### src/design/sct_pkg.sv
// Types, codes and character constants for the shell command tokenizer.
// No dependencies; used by shell_command_tokenizer.
package sct_pkg;

    // input word codes
    localparam logic CMD_BYTE = 1'b0;
    localparam logic CMD_END  = 1'b1;

    // result word kinds
    localparam logic [1:0] KIND_BYTE    = 2'd0;
    localparam logic [1:0] KIND_END     = 2'd1;
    localparam logic [1:0] KIND_SUMMARY = 2'd2;

    // flag bit positions
    localparam int FLAG_CHAIN = 0;
    localparam int FLAG_PIPE  = 1;
    localparam int FLAG_SUB   = 2;
    localparam int FLAG_REDIR = 3;
    localparam int FLAG_W     = 4;

    localparam int CNT_W = 16;
    localparam logic [CNT_W-1:0] CNT_MAX = '1;

    // result queue
    localparam int QUEUE_DEPTH = 4;
    localparam int QPTR_W      = $clog2(QUEUE_DEPTH);
    localparam int QCNT_W      = $clog2(QUEUE_DEPTH + 1);
    localparam int MAX_RES     = 3;
    localparam int PUSH_W      = $clog2(MAX_RES + 1);

    // characters
    localparam logic [7:0] CH_SEMI   = 8'h3B;
    localparam logic [7:0] CH_PIPE   = 8'h7C;
    localparam logic [7:0] CH_AMP    = 8'h26;
    localparam logic [7:0] CH_LPAR   = 8'h28;
    localparam logic [7:0] CH_RPAR   = 8'h29;
    localparam logic [7:0] CH_DOLLAR = 8'h24;
    localparam logic [7:0] CH_BTICK  = 8'h60;
    localparam logic [7:0] CH_GT     = 8'h3E;
    localparam logic [7:0] CH_LT     = 8'h3C;
    localparam logic [7:0] CH_SQUOTE = 8'h27;
    localparam logic [7:0] CH_DQUOTE = 8'h22;
    localparam logic [7:0] CH_BSLASH = 8'h5C;
    localparam logic [7:0] CH_SPACE  = 8'h20;
    localparam logic [7:0] CH_TAB    = 8'h09;
    localparam logic [7:0] CH_CR     = 8'h0D;
    localparam logic [7:0] ASCII_MAX = 8'd127;

    typedef struct packed {
        logic       cmd;
        logic [7:0] data_byte;
    } t_in_item;

    typedef struct packed {
        logic [1:0]       kind;
        logic [7:0]       token_byte;
        logic             chain_seen;
        logic             pipe_seen;
        logic             subshell_seen;
        logic             redirect_seen;
        logic [CNT_W-1:0] tokens_total;
        logic             final_res;
    } t_out_item;

endpackage

### src/design/shell_command_tokenizer.sv
// Shell command tokenizer: quote/escape tracking, token split, flag gathering.
// Depends on sct_pkg for word types, codes and character constants.
//
// A command enters as one byte word per cycle while o_in_stall is low, then
// an end word. Each accepted byte word is resolved in the cycle it is
// accepted, using the previously held byte as the current character and the
// new byte as its lookahead, so the results for a byte come out once its
// successor (or the end word) arrives. A byte word yields at most one result
// word, an end word up to three (a pending token byte or token end, the
// closing token end, and the summary). Results go into a 4-entry queue that
// drives the output directly; output words are presented one per cycle while
// the output is not stalled. The input stalls while the queue holds two or
// more words, so byte words flow at one per cycle when the output is not
// stalled. All parsing state returns to its reset value after each summary.
module shell_command_tokenizer
    import sct_pkg::*;
(
    input  logic      i_clk,
    input  logic      i_rst_n,
    input  logic      i_in_valid,
    input  t_in_item  i_in_data,
    output logic      o_in_stall,
    output logic      o_out_valid,
    output t_out_item o_out_data,
    input  logic      i_out_stall
);

    logic [7:0]        r_held_byte, n_held_byte;
    logic              r_held_valid, n_held_valid;
    logic              r_in_single, n_in_single;
    logic              r_in_double, n_in_double;
    logic              r_quoted_mark, n_quoted_mark;
    logic              r_token_open, n_token_open;
    logic [FLAG_W-1:0] r_flag_bits, n_flag_bits;
    logic [CNT_W-1:0]  r_token_counter, n_token_counter;

    t_out_item         r_queue [QUEUE_DEPTH];
    logic [QPTR_W-1:0] r_wr_ptr, r_rd_ptr;
    logic [QCNT_W-1:0] r_count;

    t_out_item         w_res [MAX_RES];
    logic [PUSH_W-1:0] w_push;
    logic              w_accept, w_pop;
    logic              w_has_next, w_consumed;
    logic [7:0]        w_c, w_nx;

    assign o_in_stall  = r_count > QCNT_W'(QUEUE_DEPTH - MAX_RES);
    assign w_accept    = i_in_valid && !o_in_stall;
    assign o_out_valid = r_count != '0;
    assign o_out_data  = r_queue[r_rd_ptr];
    assign w_pop       = o_out_valid && !i_out_stall;

    assign w_c        = r_held_byte;
    assign w_has_next = i_in_data.cmd == CMD_BYTE;
    assign w_nx       = w_has_next ? i_in_data.data_byte : 8'd0;

    always_comb begin
        n_held_byte     = r_held_byte;
        n_held_valid    = r_held_valid;
        n_in_single     = r_in_single;
        n_in_double     = r_in_double;
        n_quoted_mark   = r_quoted_mark;
        n_token_open    = r_token_open;
        n_flag_bits     = r_flag_bits;
        n_token_counter = r_token_counter;
        w_push          = '0;
        w_consumed      = 1'b0;
        for (int k = 0; k < MAX_RES; k++) begin
            w_res[k] = '0;
        end

        // current character, lookahead from the incoming word
        if (w_accept && r_held_valid) begin
            if (w_c > ASCII_MAX) begin
                n_flag_bits[FLAG_CHAIN] = 1'b1;
            end
            if (w_c == CH_DOLLAR && w_has_next && w_nx == CH_SQUOTE) begin
                n_flag_bits[FLAG_CHAIN] = 1'b1;
            end else if (w_c == CH_BSLASH && !r_in_single) begin
                n_flag_bits[FLAG_CHAIN] = 1'b1;
                w_consumed = w_has_next;
            end else if (w_c == CH_SQUOTE && !r_in_double) begin
                n_in_single   = !r_in_single;
                n_quoted_mark = 1'b1;
            end else if (w_c == CH_DQUOTE && !r_in_single) begin
                n_in_double   = !r_in_double;
                n_quoted_mark = 1'b1;
            end else if (r_in_single || r_in_double) begin
                w_res[0].kind       = KIND_BYTE;
                w_res[0].token_byte = w_c;
                w_push              = PUSH_W'(1);
                n_token_open        = 1'b1;
            end else if (w_c inside {CH_SPACE, [CH_TAB:CH_CR]}) begin
                if (r_token_open || r_quoted_mark) begin
                    w_res[0].kind = KIND_END;
                    w_push        = PUSH_W'(1);
                    if (r_token_counter != CNT_MAX) begin
                        n_token_counter = r_token_counter + CNT_W'(1);
                    end
                    n_token_open  = 1'b0;
                    n_quoted_mark = 1'b0;
                end
            end else if (w_c inside {CH_SEMI, CH_PIPE, CH_AMP, CH_LPAR, CH_RPAR,
                                     CH_DOLLAR, CH_BTICK, CH_GT, CH_LT}) begin
                case (w_c)
                    CH_SEMI, CH_AMP: begin
                        n_flag_bits[FLAG_CHAIN] = 1'b1;
                    end
                    CH_PIPE: begin
                        if (w_has_next && w_nx == CH_PIPE) begin
                            n_flag_bits[FLAG_CHAIN] = 1'b1;
                        end else begin
                            n_flag_bits[FLAG_PIPE] = 1'b1;
                        end
                    end
                    CH_DOLLAR: begin
                        if (w_has_next && w_nx == CH_LPAR) begin
                            n_flag_bits[FLAG_SUB] = 1'b1;
                        end
                    end
                    CH_BTICK, CH_LPAR, CH_RPAR: begin
                        n_flag_bits[FLAG_SUB] = 1'b1;
                    end
                    default: begin
                        n_flag_bits[FLAG_REDIR] = 1'b1;
                    end
                endcase
                // quoted mark is left as is here
                if (r_token_open) begin
                    w_res[0].kind = KIND_END;
                    w_push        = PUSH_W'(1);
                    if (r_token_counter != CNT_MAX) begin
                        n_token_counter = r_token_counter + CNT_W'(1);
                    end
                    n_token_open = 1'b0;
                end
                w_consumed = w_has_next && w_nx == w_c &&
                             (w_c == CH_AMP || w_c == CH_PIPE ||
                              w_c == CH_GT || w_c == CH_LT);
            end else begin
                w_res[0].kind       = KIND_BYTE;
                w_res[0].token_byte = w_c;
                w_push              = PUSH_W'(1);
                n_token_open        = 1'b1;
            end
        end

        if (w_accept) begin
            if (i_in_data.cmd == CMD_BYTE) begin
                if (r_held_valid && w_consumed) begin
                    n_held_valid = 1'b0;
                end else begin
                    n_held_byte  = i_in_data.data_byte;
                    n_held_valid = 1'b1;
                end
            end else begin
                if (n_in_single || n_in_double) begin
                    n_flag_bits[FLAG_CHAIN] = 1'b1;
                end
                if (n_token_open || n_quoted_mark) begin
                    w_res[w_push].kind = KIND_END;
                    w_push = w_push + PUSH_W'(1);
                    if (n_token_counter != CNT_MAX) begin
                        n_token_counter = n_token_counter + CNT_W'(1);
                    end
                end
                w_res[w_push].kind          = KIND_SUMMARY;
                w_res[w_push].chain_seen    = n_flag_bits[FLAG_CHAIN];
                w_res[w_push].pipe_seen     = n_flag_bits[FLAG_PIPE];
                w_res[w_push].subshell_seen = n_flag_bits[FLAG_SUB];
                w_res[w_push].redirect_seen = n_flag_bits[FLAG_REDIR];
                w_res[w_push].tokens_total  = n_token_counter;
                w_res[w_push].final_res     = 1'b1;
                w_push = w_push + PUSH_W'(1);

                n_held_byte     = '0;
                n_held_valid    = 1'b0;
                n_in_single     = 1'b0;
                n_in_double     = 1'b0;
                n_quoted_mark   = 1'b0;
                n_token_open    = 1'b0;
                n_flag_bits     = '0;
                n_token_counter = '0;
            end
        end
    end

    always_ff @(posedge i_clk) begin
        if (!i_rst_n) begin
            r_held_byte     <= '0;
            r_held_valid    <= 1'b0;
            r_in_single     <= 1'b0;
            r_in_double     <= 1'b0;
            r_quoted_mark   <= 1'b0;
            r_token_open    <= 1'b0;
            r_flag_bits     <= '0;
            r_token_counter <= '0;
            r_wr_ptr        <= '0;
            r_rd_ptr        <= '0;
            r_count         <= '0;
        end else begin
            r_held_byte     <= n_held_byte;
            r_held_valid    <= n_held_valid;
            r_in_single     <= n_in_single;
            r_in_double     <= n_in_double;
            r_quoted_mark   <= n_quoted_mark;
            r_token_open    <= n_token_open;
            r_flag_bits     <= n_flag_bits;
            r_token_counter <= n_token_counter;
            r_wr_ptr        <= r_wr_ptr + QPTR_W'(w_push);
            r_rd_ptr        <= r_rd_ptr + QPTR_W'(w_pop);
            r_count         <= r_count + QCNT_W'(w_push) - QCNT_W'(w_pop);
        end
    end

    // result queue storage
    always_ff @(posedge i_clk) begin
        for (int k = 0; k < MAX_RES; k++) begin
            if (PUSH_W'(k) < w_push) begin
                r_queue[r_wr_ptr + QPTR_W'(k)] <= w_res[k];
            end
        end
    end

`ifndef SYNTHESIS
    a_queue_bound: assert property (@(posedge i_clk) disable iff (!i_rst_n)
        r_count <= QCNT_W'(QUEUE_DEPTH))
        else $error("result queue overflow");

    a_push_needs_accept: assert property (@(posedge i_clk) disable iff (!i_rst_n)
        !w_accept |-> w_push == '0)
        else $error("result pushed without an accepted word");

    a_byte_one_result: assert property (@(posedge i_clk) disable iff (!i_rst_n)
        (w_accept && i_in_data.cmd == CMD_BYTE) |-> w_push <= PUSH_W'(1))
        else $error("byte word produced more than one result");

    a_end_clears: assert property (@(posedge i_clk) disable iff (!i_rst_n)
        (w_accept && i_in_data.cmd == CMD_END) |=>
            (!r_held_valid && r_token_counter == '0 && r_flag_bits == '0 &&
             !r_in_single && !r_in_double))
        else $error("state not cleared after end of command");

    a_end_summary: assert property (@(posedge i_clk) disable iff (!i_rst_n)
        (w_accept && i_in_data.cmd == CMD_END) |-> w_push != '0)
        else $error("end of command produced no summary");
`endif

endmodule
### config.mk
export PLATFORM = sky130hd
export DESIGN_NAME = shell_command_tokenizer
export DESIGN_NICKNAME = d
export VERILOG_FILES = /design/src/design/sct_pkg.sv /design/src/design/shell_command_tokenizer.sv
export SDC_FILE = /design/constraint.sdc
export NUM_CORES = 1
export LEC_CHECK = 0
export BUFFER_PORTS_ARGS = -buffer_cell sky130_fd_sc_hd__buf_2
export CAP_MARGIN = 5
export CORE_ASPECT_RATIO = 0.5
export CORE_MARGIN = 3
export CORE_UTILIZATION = 60
export CTS_BUF_LIST = sky130_fd_sc_hd__clkbuf_16
export CTS_CLUSTER_DIAMETER = 60
export DETAILED_ROUTE_END_ITERATION = 8
export PLACE_DENSITY = 0.88
export SLEW_MARGIN = 10
export SYNTH_ARGS = -nofsm -noshare
export SYNTH_HDL_FRONTEND = slang
export SYNTH_SLANG_ARGS = --single-unit
### constraint.sdc
create_clock -name i_clk -period 10.9 [get_ports i_clk]
set_input_delay 0.545 -clock i_clk [delete_from_list [all_inputs] [get_ports i_clk]]
set_output_delay 0.545 -clock i_clk [all_outputs]
set_load 0.01 [all_outputs]
==> results of run 1 <==
-- per-layer routing --
metal	global-route usage (%)	vias up	part of all wire, %
met2	45.7	458	47
met3	5.32	43	9.1
met1	40.9	3516	42
li1	-	3249	-
met5	0	-	0
met4	9.13	0	1.6
-- report_power, final --
| group | internal [mW] | switching, mW | total [mW] |
|---|---|---|---|
| clock network | 0.350 | 0.277 | 0.627 |
| registers | 0.701 | 0.0313 | 0.732 |
| logic | 0.178 | 0.252 | 0.429 |
-- flip-flops by register name (all words and copies together) (netlist names), 2 cells and up --
| register | flops |
|---|---|
| r_token_counter | 16 |
| r_held_byte | 8 |
| r_flag_bits | 4 |
| r_rd_ptr | 2 |
| r_wr_ptr | 2 |
| r_count | 3 |
| r_queue | 120 |
-- through the flow --
step / worst slack, ps / area (sq um) / hold slack [ps] / std cells / utilization (%)
floorplan: 6630 / 8950 / 435 / 843 / -
global placement: 5210 / 9290 / 504 / 1043 / 66.0
detailed placement: 5060 / 9290 / 473 / 1043 / 66.0
CTS: 4960 / 9910 / 470 / 1075 / 70.4
global route: 4320 / 9910 / 495 / 1075 / 70.4
finish: 4720 / 9910 / 478 / 1075 / 70.4
-- tightest hold or removal path, stage by stage --
cell and delay (ps):
buf_2 130, a22oi_1 90, nor2b_1 100
-- worst min-delay path by stage --
| stage | end | startpoint | cells after the start |
|---|---|---|---|
| finish | r_held_byte[5] | i_in_data[5] | 3 |
| global route | r_held_byte[5] | i_in_data[5] | 3 |
| CTS | r_held_byte[5] | i_in_data[5] | 3 |
| detailed placement | r_flag_bits[0] | r_flag_bits[0] | 2 |
| global placement | r_flag_bits[0] | r_flag_bits[0] | 2 |
| floorplan | r_flag_bits[0] | r_flag_bits[0] | 2 |
-- layout by cell type, fill, tap and decap left out, types with 4 or more instances in the layout --
cell,netlist,layout
a211oi_1,14,14
a21o_1,5,5
a21oi_1,33,33
a22oi_1,8,8
a311oi_1,4,4
a31oi_1,11,11
and2_1,44,44
and3_1,8,8
and4_1,9,9
buf_2,6,45
buf_4,2,7
clkbuf_16,0,17
clkinv_1,5,6
dfxtp_1,40,39
edfxtp_1,120,120
ha_1,10,10
inv_1,24,24
mux2i_1,17,17
mux4_2,30,30
nand2_1,64,64
nand2b_1,4,4
nand3_1,23,23
nand4_1,14,14
nor2_1,96,96
nor2b_1,15,15
nor3_1,42,42
nor3b_1,9,9
nor4_1,6,6
nor4b_1,4,4
nor4bb_1,7,7
o21a_1,6,6
o21ai_0,28,28
o31a_1,4,4
or3_1,12,12
xnor2_1,15,15
xor2_1,7,7
-- kinds of logic (layout without fill, tap and decap cells) --
logic type | after synthesis | count (layout)
compound gates | 153 | 153
simple gates | 373 | 373
flops | 160 | 160
mux | 49 | 49
fa+ha+maj | 13 | 13
xor+xnor | 22 | 22
buf+inv | 73 | 113
-- final cells by class --
type                            instances  share of cell area, %
Sequential cell                       160                   44.4
Multi-Input combinational cell        610                   43.0
Tap cell                              192                   2.42
Timing Repair Buffer                   52                   2.80
Inverter                               29                   1.10
Clock inverter                         15                   1.99
Clock buffer                           17                   4.29
==> reports/summary.txt, run 1 <==
crit path max-delay cell type = dfxtp_1
RSZ-0062 raised after global routing = false
Syn Nets = 867
CTS buffer count = 17
Levels on crit path = 16
Worst-Margin Slew = 1010 ps
Cells after Synth = 843
HP Class = in -> reg
Worst slew margin = 30.9%
Die Y-Extent = 92.4 um
reg-to-reg startpoint = r_held_byte[3]
footprint of the multi-input gates = 4260 sq um
average size of a mapped cell = 10.6 sq um
CP Max Fanout = 17
Vias = 7,266
Avg WL per Cell = 21.7 um
most area-consuming cells after synthesis = edfxtp_1 (40%), dfxtp_1 (8.9%), mux4_2 (7.5%), nor2_1 (4.0%), and2_1 (3.1%)
Ys Warns = 0
share of the synthesized area in the top cell type = 40.3%
Starting Density = 63.6%
initial antenna violation count = 0
max-slew violation count = 0
Static Leakage = 3.19 nW
Synth Flop Type = edfxtp_1
Layout area overhead = 10.7%
Clk Latency, worst-skew pair = 430 ps
Final nets = 894
min Tclk post-route = 6180 ps
max cap viols = 0
final WL = 23.3 mm
endpoints failing setup = 0
Crit. End Element = flip-flop
Max Buffers Root-to-Sink = 2
fill count = 1,009
largest net degree at the start of global routing = 31
CTS sink cnt = 160
Worst-path clk slew = 70 ps
Clock Skews = 14.0 ps
vias per cell = 6.76
H-tree depth = 4
Ports = 46
Core Area = 14,100 sq um
R2R Setup Slk = 4720 ps
post_cts resized = 0
setup_tns = 0 ps
Netlist Area Pre-Place = 8950 sq um
adder-cell area share of the yosys netlist = 1.84%
via count of the first global-routing pass = 6,781
CP Launch Point = r_held_byte[3]
Root Buffer = clkbuf_16
# diodes = 0
CP Cell Sequence = or4bb_1, o31a_1, o21a_1, o211a_1, o21bai_1, inv_1, ha_1, nor2_1, clkinv_1, nor2_1, nand2_1, o21ai_0, or3_1, clkinv_1, nand2_1, mux2i_1
first-pass GRT wire length = 36.9 mm
initial DRC count = 1,024
VDD IR max = 0.158 mV
layout cells sized above 1 = 14.4%
crit-path leading delay family = simple AND/OR/NAND/NOR gates
outcome = finished clean
fmax = 162 MHz
total track usage = 28.9%
Post-synth ARST share = 0%
placer congestion estimate = 0.984
drt drc = 0
FP Rows = 30
die area = 16,500 sq um
Crit path buffers/inverters = 3
CTS tree = done
Fin. Hold Viols = 0
Yosys reg bits = 160
hpwl dp = 16.0 mm
Register Area = 4410 sq um
postcts setup bufs = 0
cell area power density = 180 nW/um^2
Synth Area in Compound Gates = 11.8%
count leader, synth = edfxtp_1
drt first pass iters = 5
register area share after synthesis = 49.2%
hold_buf cts = 0
IO Port Bufs = 45
total power = 1.79 mW
mux cell area share after synthesis = 9.70%
Antenna Violating Nets Remaining = 0
top cells by count, synth = edfxtp_1 (120), nor2_1 (96), nand2_1 (64), and2_1 (44), nor3_1 (42)
total gr overflow = 0
largest family of logic cells by synthesized area = simple AND/OR/NAND/NOR gates
CP max stage delay = 690 ps
post-synthesis cell type count = 77
crit path DAT = 6340 ps
Die Wd = 179 um
number of synthesized flops with an enable pin = 120
Tcrit/Tclk final = 56.7%
R2R depth = 16
xor/xnor share of the synthesized area = 2.15%
cell taking the most area after synthesis = edfxtp_1
worst reg2reg path endpoint = r_queue[2][6]
worst path required time = 11,060 ps
Synth Area in Simple Gates = 22.1%
Critical Path Start Type = flip-flop
Setup crit end = r_queue[2][6]
WS Path Type = reg -> reg
No activity file was read; power rests on OpenSTA's default activity.
==> run 2, diff against run 1 <==
- CORE_UTILIZATION: 60 -> 56
- PLACE_DENSITY: 0.88 -> 0.87
- clock period: 10.9 -> 5.2 ns (I/O delays scaled with it)
==> run 2 against run 1 <==
  * Sequential cell count did not move
  * Combinational power rose by 120%
  * Critical path depth fell by 3
  * Die area rose by 6.8%
  * Global-route usage rose by 0.51 points
  * Hold slack got worse by 290 ps
  * Sequential power rose by 110%
  * Cell count rose by 2.1%
  * Via count rose by 2.5%
  * Critical path type unchanged
  * Critical endpoint is now r_queue[0][12]
  * Largest cell class unchanged
==> reports/summary.txt, run 2 (synthesis gave the netlist of run 1 again) <==
outcome = finished clean
Root Buffer = clkbuf_16
total power = 3.79 mW
Post-DP Area = 9440 sq um
hpwl dp = 17.0 mm
die area = 17,600 sq um
fill count = 1,102
VDD IR max = 0.258 mV
Avg WL per Cell = 22.8 um
H-tree depth = 4
Layout area overhead = 12.2%
CTS tree = done
CTS sink cnt = 160
Logic pwr share = 24.9%
Pint = 2.58 mW
Die Y-Extent = 95.4 um
most common cell after layout, fill and taps aside = edfxtp_1
# diodes = 0
post_cts resized = 0
Switching Share = 31.9%
Antenna Violating Nets Remaining = 0
setup slack at placement = 550 ps
worst path required time = 5350 ps
Worst-Margin Slew = 1010 ps
Clk pwr share = 34.4%
initial antenna violation count = 0
drt drc = 0
Sw Pwr = 1.21 mW
largest net degree at the start of global routing = 31
Worst-path clk slew = 70 ps
RSZ-0062 raised after global routing = false
GRT met2 Usage = 47.1%
Top Registers = r_queue: 120 flops, r_token_counter: 16 flops, r_held_byte: 8 flops
Critical Path Start Type = flip-flop
met1 usage = 40.7%
Clk Latency, worst-skew pair = 430 ps
R2R depth = 13
met3 Usage GRT = 5.83%
WS Path Type = reg -> reg
Worst slew margin = 32.4%
CTS buffer count = 17
placer congestion estimate = 0.986
Static Leakage = 3.27 nW
Final nets = 911
hold path cells = 3
cell area after layout = 10,000 sq um
postcts setup bufs = 0
FP Rows = 31
total track usage = 29.4%
fin worst setup slack = 366 ps
total gr overflow = 0
Vias = 7,446
drt first pass iters = 6
max reg flops = 120
endpoints failing setup = 0
Die Wd = 185 um
IO Port Bufs = 45
Clock Skews = 11.7 ps
via count of the first global-routing pass = 7,156
Max Buffers Root-to-Sink = 2
cell area power density = 378 nW/um^2
setup_tns = 0 ps
Starting Density = 59.5%
min Tclk post-route = 4830 ps
crit path DAT = 4990 ps
Crit. End Element = flip-flop
max-slew violation count = 0
max cap viols = 0
final WL = 25.0 mm
vias per cell = 6.78
first-pass GRT wire length = 39.6 mm
busiest grt layer = met2
Ports = 46
most frequent cells in the layout = edfxtp_1 (120), nor2_1 (96), nand2_1 (64)
fmax = 207 MHz
Tcrit/Tclk final = 93.0%
Core Area = 15,000 sq um
Seq pwr share = 40.7%
Fin. Hold Viols = 0
HP Class = in -> reg
final design utilization = 66.7%
layout cells sized above 1 = 16.1%
initial DRC count = 1,073
Largest Register = r_queue
hold_buf cts = 0
CP Max Fanout = 20
[run 2: cell count changes in the layout (fill, tap and decap cells not counted)]
cell      change
buf_4        +16
clkinv_8      -2
inv_6         +2
buf_12        +1
clkinv_1      -1
clkinv_2      +1
inv_1         +1
inv_8         -1
o21ai_1       -1
o21ai_2       +1
[run 2: cell type report]
class / count / area (sq um) / area share, %
tap: 198 / 248 / 2.47
inverter: 29 / 109 / 1.08
timing repair buffer: 69 / 418 / 4.16
sequential: 160 / 4410 / 43.9
clock buffer: 17 / 425 / 4.24
multi-input combinational: 610 / 4260 / 42.4
clock inverter: 15 / 176 / 1.76
[run 2: per-layer routing]
layer,vias up,wire length (um)
met5,-,0
met4,0,703
met3,81,2550
met2,505,11500
met1,3591,10300
li1,3269,-
[run 2: worst max-delay path, cell delays in order (launching register included)]
cell and delay, ps:
dfxtp_1 720, and4b_1 290, a21oi_1 200, o311a_1 480
and2_1 400, nor3_1 110, buf_4 180, xnor2_1 440
inv_1 210, ha_1 280, and4_1 290, and4_1 290
a2111oi_2 550, nor3_1 110
[run 2: power groups by stage]
stage	Combinational [mW]	Clock, mW	Sequential [mW]
finish	0.945	1.31	1.54
global route	1.02	1.36	1.55
CTS	0.940	1.30	1.54
detailed placement	0.927	0	1.57
global placement	0.903	0	1.56
floorplan	0.642	0	1.52
[run 2: per-stage QoR]
stage / instances / hold WS, ps
floorplan: 843 / 388
global placement: 1066 / 472
detailed placement: 1066 / 481
CTS: 1098 / 185
global route: 1098 / 226
finish: 1098 / 187
[run 2: worst paths after layout]
check	startpoint	endpoint	slack [ps]
max	r_held_byte[2]	r_queue[0][12]	370
min	i_in_data[3]	r_held_byte[3]	190
max reg2reg	r_held_byte[2]	r_queue[0][12]	370
min reg2reg	r_flag_bits[0]	r_flag_bits[0]	500
==> run 3, diff against run 2 <==
- CORE_UTILIZATION: 56 -> 60
- PLACE_DENSITY: 0.87 -> 0.88
- RECOVER_POWER: not set -> 100
- clock period: 5.2 -> 5.85 ns (I/O delays scaled with it)
==> run 3 against run 2 <==
  * The flow now finishes with violations (max-capacitance violations, max-slew violations)
  * Clock power is 12% lower
  * Clock-buffer cell count stayed put
  * First-iteration DRC count down 18%
  * Utilization up 3.4 points
  * Global-route usage is 1.4 points higher
  * Power shrank 13%
  * Sequential cell count unchanged
  * Maximum frequency down 12%
  * Die area is 6.4% lower
  * Design area is 1.7% lower
  * Sequential share of layout area increased by 0.78 points
  * Hold slack better by 32 ps
  * Highest routed layer unchanged
==> reports/summary.txt, run 3 (synthesis gave the netlist of run 1 again) <==
Core Area = 14,100 sq um
max cap viols = 1
Clk Latency, worst-skew pair = 440 ps
endpoints failing setup = 0
total gr overflow = 0
vias per cell = 6.80
setup slack at placement = 715 ps
Max Buffers Root-to-Sink = 2
Top Registers = r_queue: 120 flops, r_token_counter: 16 flops, r_held_byte: 8 flops
Pint = 2.20 mW
WS Path Type = reg -> reg
layout cells sized above 1 = 10.7%
final design utilization = 70.1%
CTS tree = done
Layout area overhead = 10.2%
Root Buffer = clkbuf_16
Worst-path clk slew = 70 ps
failing checks = max-capacitance violations, max-slew violations
RSZ-0062 raised after global routing = false
Worst-Margin Slew = 1970 ps
largest net degree at the start of global routing = 31
Crit. End Element = flip-flop
fmax = 181 MHz
Worst slew margin = -31.4%
fill count = 1,014
# diodes = 0
total power = 3.31 mW
total track usage = 30.8%
min Tclk post-route = 5510 ps
Vias = 7,370
most common cell after layout, fill and taps aside = edfxtp_1
via count of the first global-routing pass = 7,082
Tcrit/Tclk final = 94.3%
outcome = finished, violations left
cell area power density = 336 nW/um^2
CTS buffer count = 17
postcts setup bufs = 0
final WL = 24.5 mm
max reg flops = 120
setup_tns = 0 ps
Post-DP Area = 9360 sq um
initial antenna violation count = 0
first-pass GRT wire length = 39.2 mm
CP Max Fanout = 18
max-slew violation count = 31
worst path required time = 5990 ps
FP Rows = 30
drt first pass iters = 6
post_cts resized = 0
fin worst setup slack = 336 ps
Largest Register = r_queue
most frequent cells in the layout = edfxtp_1 (120), nor2_1 (96), nand2_1 (64)
footprint of the multi-input gates = 4240 sq um
HP Class = in -> reg
Switching Share = 33.7%
Clock Skews = 21.2 ps
Starting Density = 63.6%
drt drc = 0
placer congestion estimate = 0.972
CTS sink cnt = 160
Antenna Violating Nets Remaining = 0
R2R Setup Slk = 340 ps
Ports = 46
IO Port Bufs = 45
Critical Path Start Type = flip-flop
VDD IR max = 0.209 mV
Final nets = 903
Avg WL per Cell = 22.6 um
Seq pwr share = 41.4%
Sw Pwr = 1.12 mW
Fin. Hold Viols = 0
initial DRC count = 883
Logic pwr share = 23.9%
hpwl dp = 16.7 mm
hold_buf cts = 0
Clk pwr share = 34.7%
cell area after layout = 9870 sq um
Register Area = 4410 sq um
crit path DAT = 5650 ps
Die Wd = 179 um
Static Leakage = 3.08 nW
Die Y-Extent = 92.4 um
H-tree depth = 4
die area = 16,500 sq um
-- run 3: cell count changes in the layout (fill, tap and decap cells not counted), sizes merged --
cell / previous run / this run
inv: 32 / 34
buf: 69 / 21
clkbuf: 17 / 57
bufinv: 2 / 0
-- run 3: per-stage QoR --
step / instances / hold slack, ps
2_1_floorplan: 843 / 421
6_report: 1084 / 219
5_1_grt: 1084 / 257
4_1_cts: 1084 / 213
3_3_place_gp: 1052 / 452
3_5_place_dp: 1052 / 470
-- run 3: worst paths after layout --
check | startpoint | end | cells past startpoint
max | r_held_byte[0] | r_queue[2][12] | 13
min | i_in_data[5] | r_held_byte[5] | 3
max reg2reg | r_held_byte[0] | r_queue[2][12] | 13
min reg2reg | r_flag_bits[0] | r_flag_bits[0] | 2
-- run 3: area by class of cell --
type                       count  share of cell area, %
clock buffer                  17                   4.31
multi-input combinational    610                   42.9
timing repair buffer          61                   2.84
clock inverter                15                   1.75
inverter                      29                   1.10
tap                          192                   2.43
sequential                   160                   44.6
-- run 3: power by group through the flow --
stage	sequential, mW	combinational, mW	clock, mW
finish	1.37	0.792	1.15
global route	1.38	0.867	1.19
CTS	1.37	0.818	1.15
detailed placement	1.39	0.808	0
global placement	1.38	0.786	0
floorplan	1.35	0.570	0
-- run 3: layer usage --
| metal | vias to the layer above | wire (um) | part of all wire [%] | global-route usage [%] |
|---|---|---|---|---|
| met3 | 68 | 2560 | 10 | 7.17 |
| met1 | 3519 | 10200 | 41 | 43.7 |
| li1 | 3273 | - | - | - |
| met2 | 510 | 11300 | 46 | 48.5 |
| met4 | 0 | 498 | 2.0 | 7.45 |
| met5 | - | 0 | 0 | 0 |
-- run 3: critical path, stage by stage, from the launching register on --
cell and delay (ps):
dfxtp_1 800, and4b_1 320, a21oi_1 100, o311a_1 500
and2_0 430, nor3_1 260, clkbuf_1 320, mux2i_1 510
inv_1 90, ha_1 300, and4_1 300, and4_1 280
a2111oi_1 870, nor3_1 140
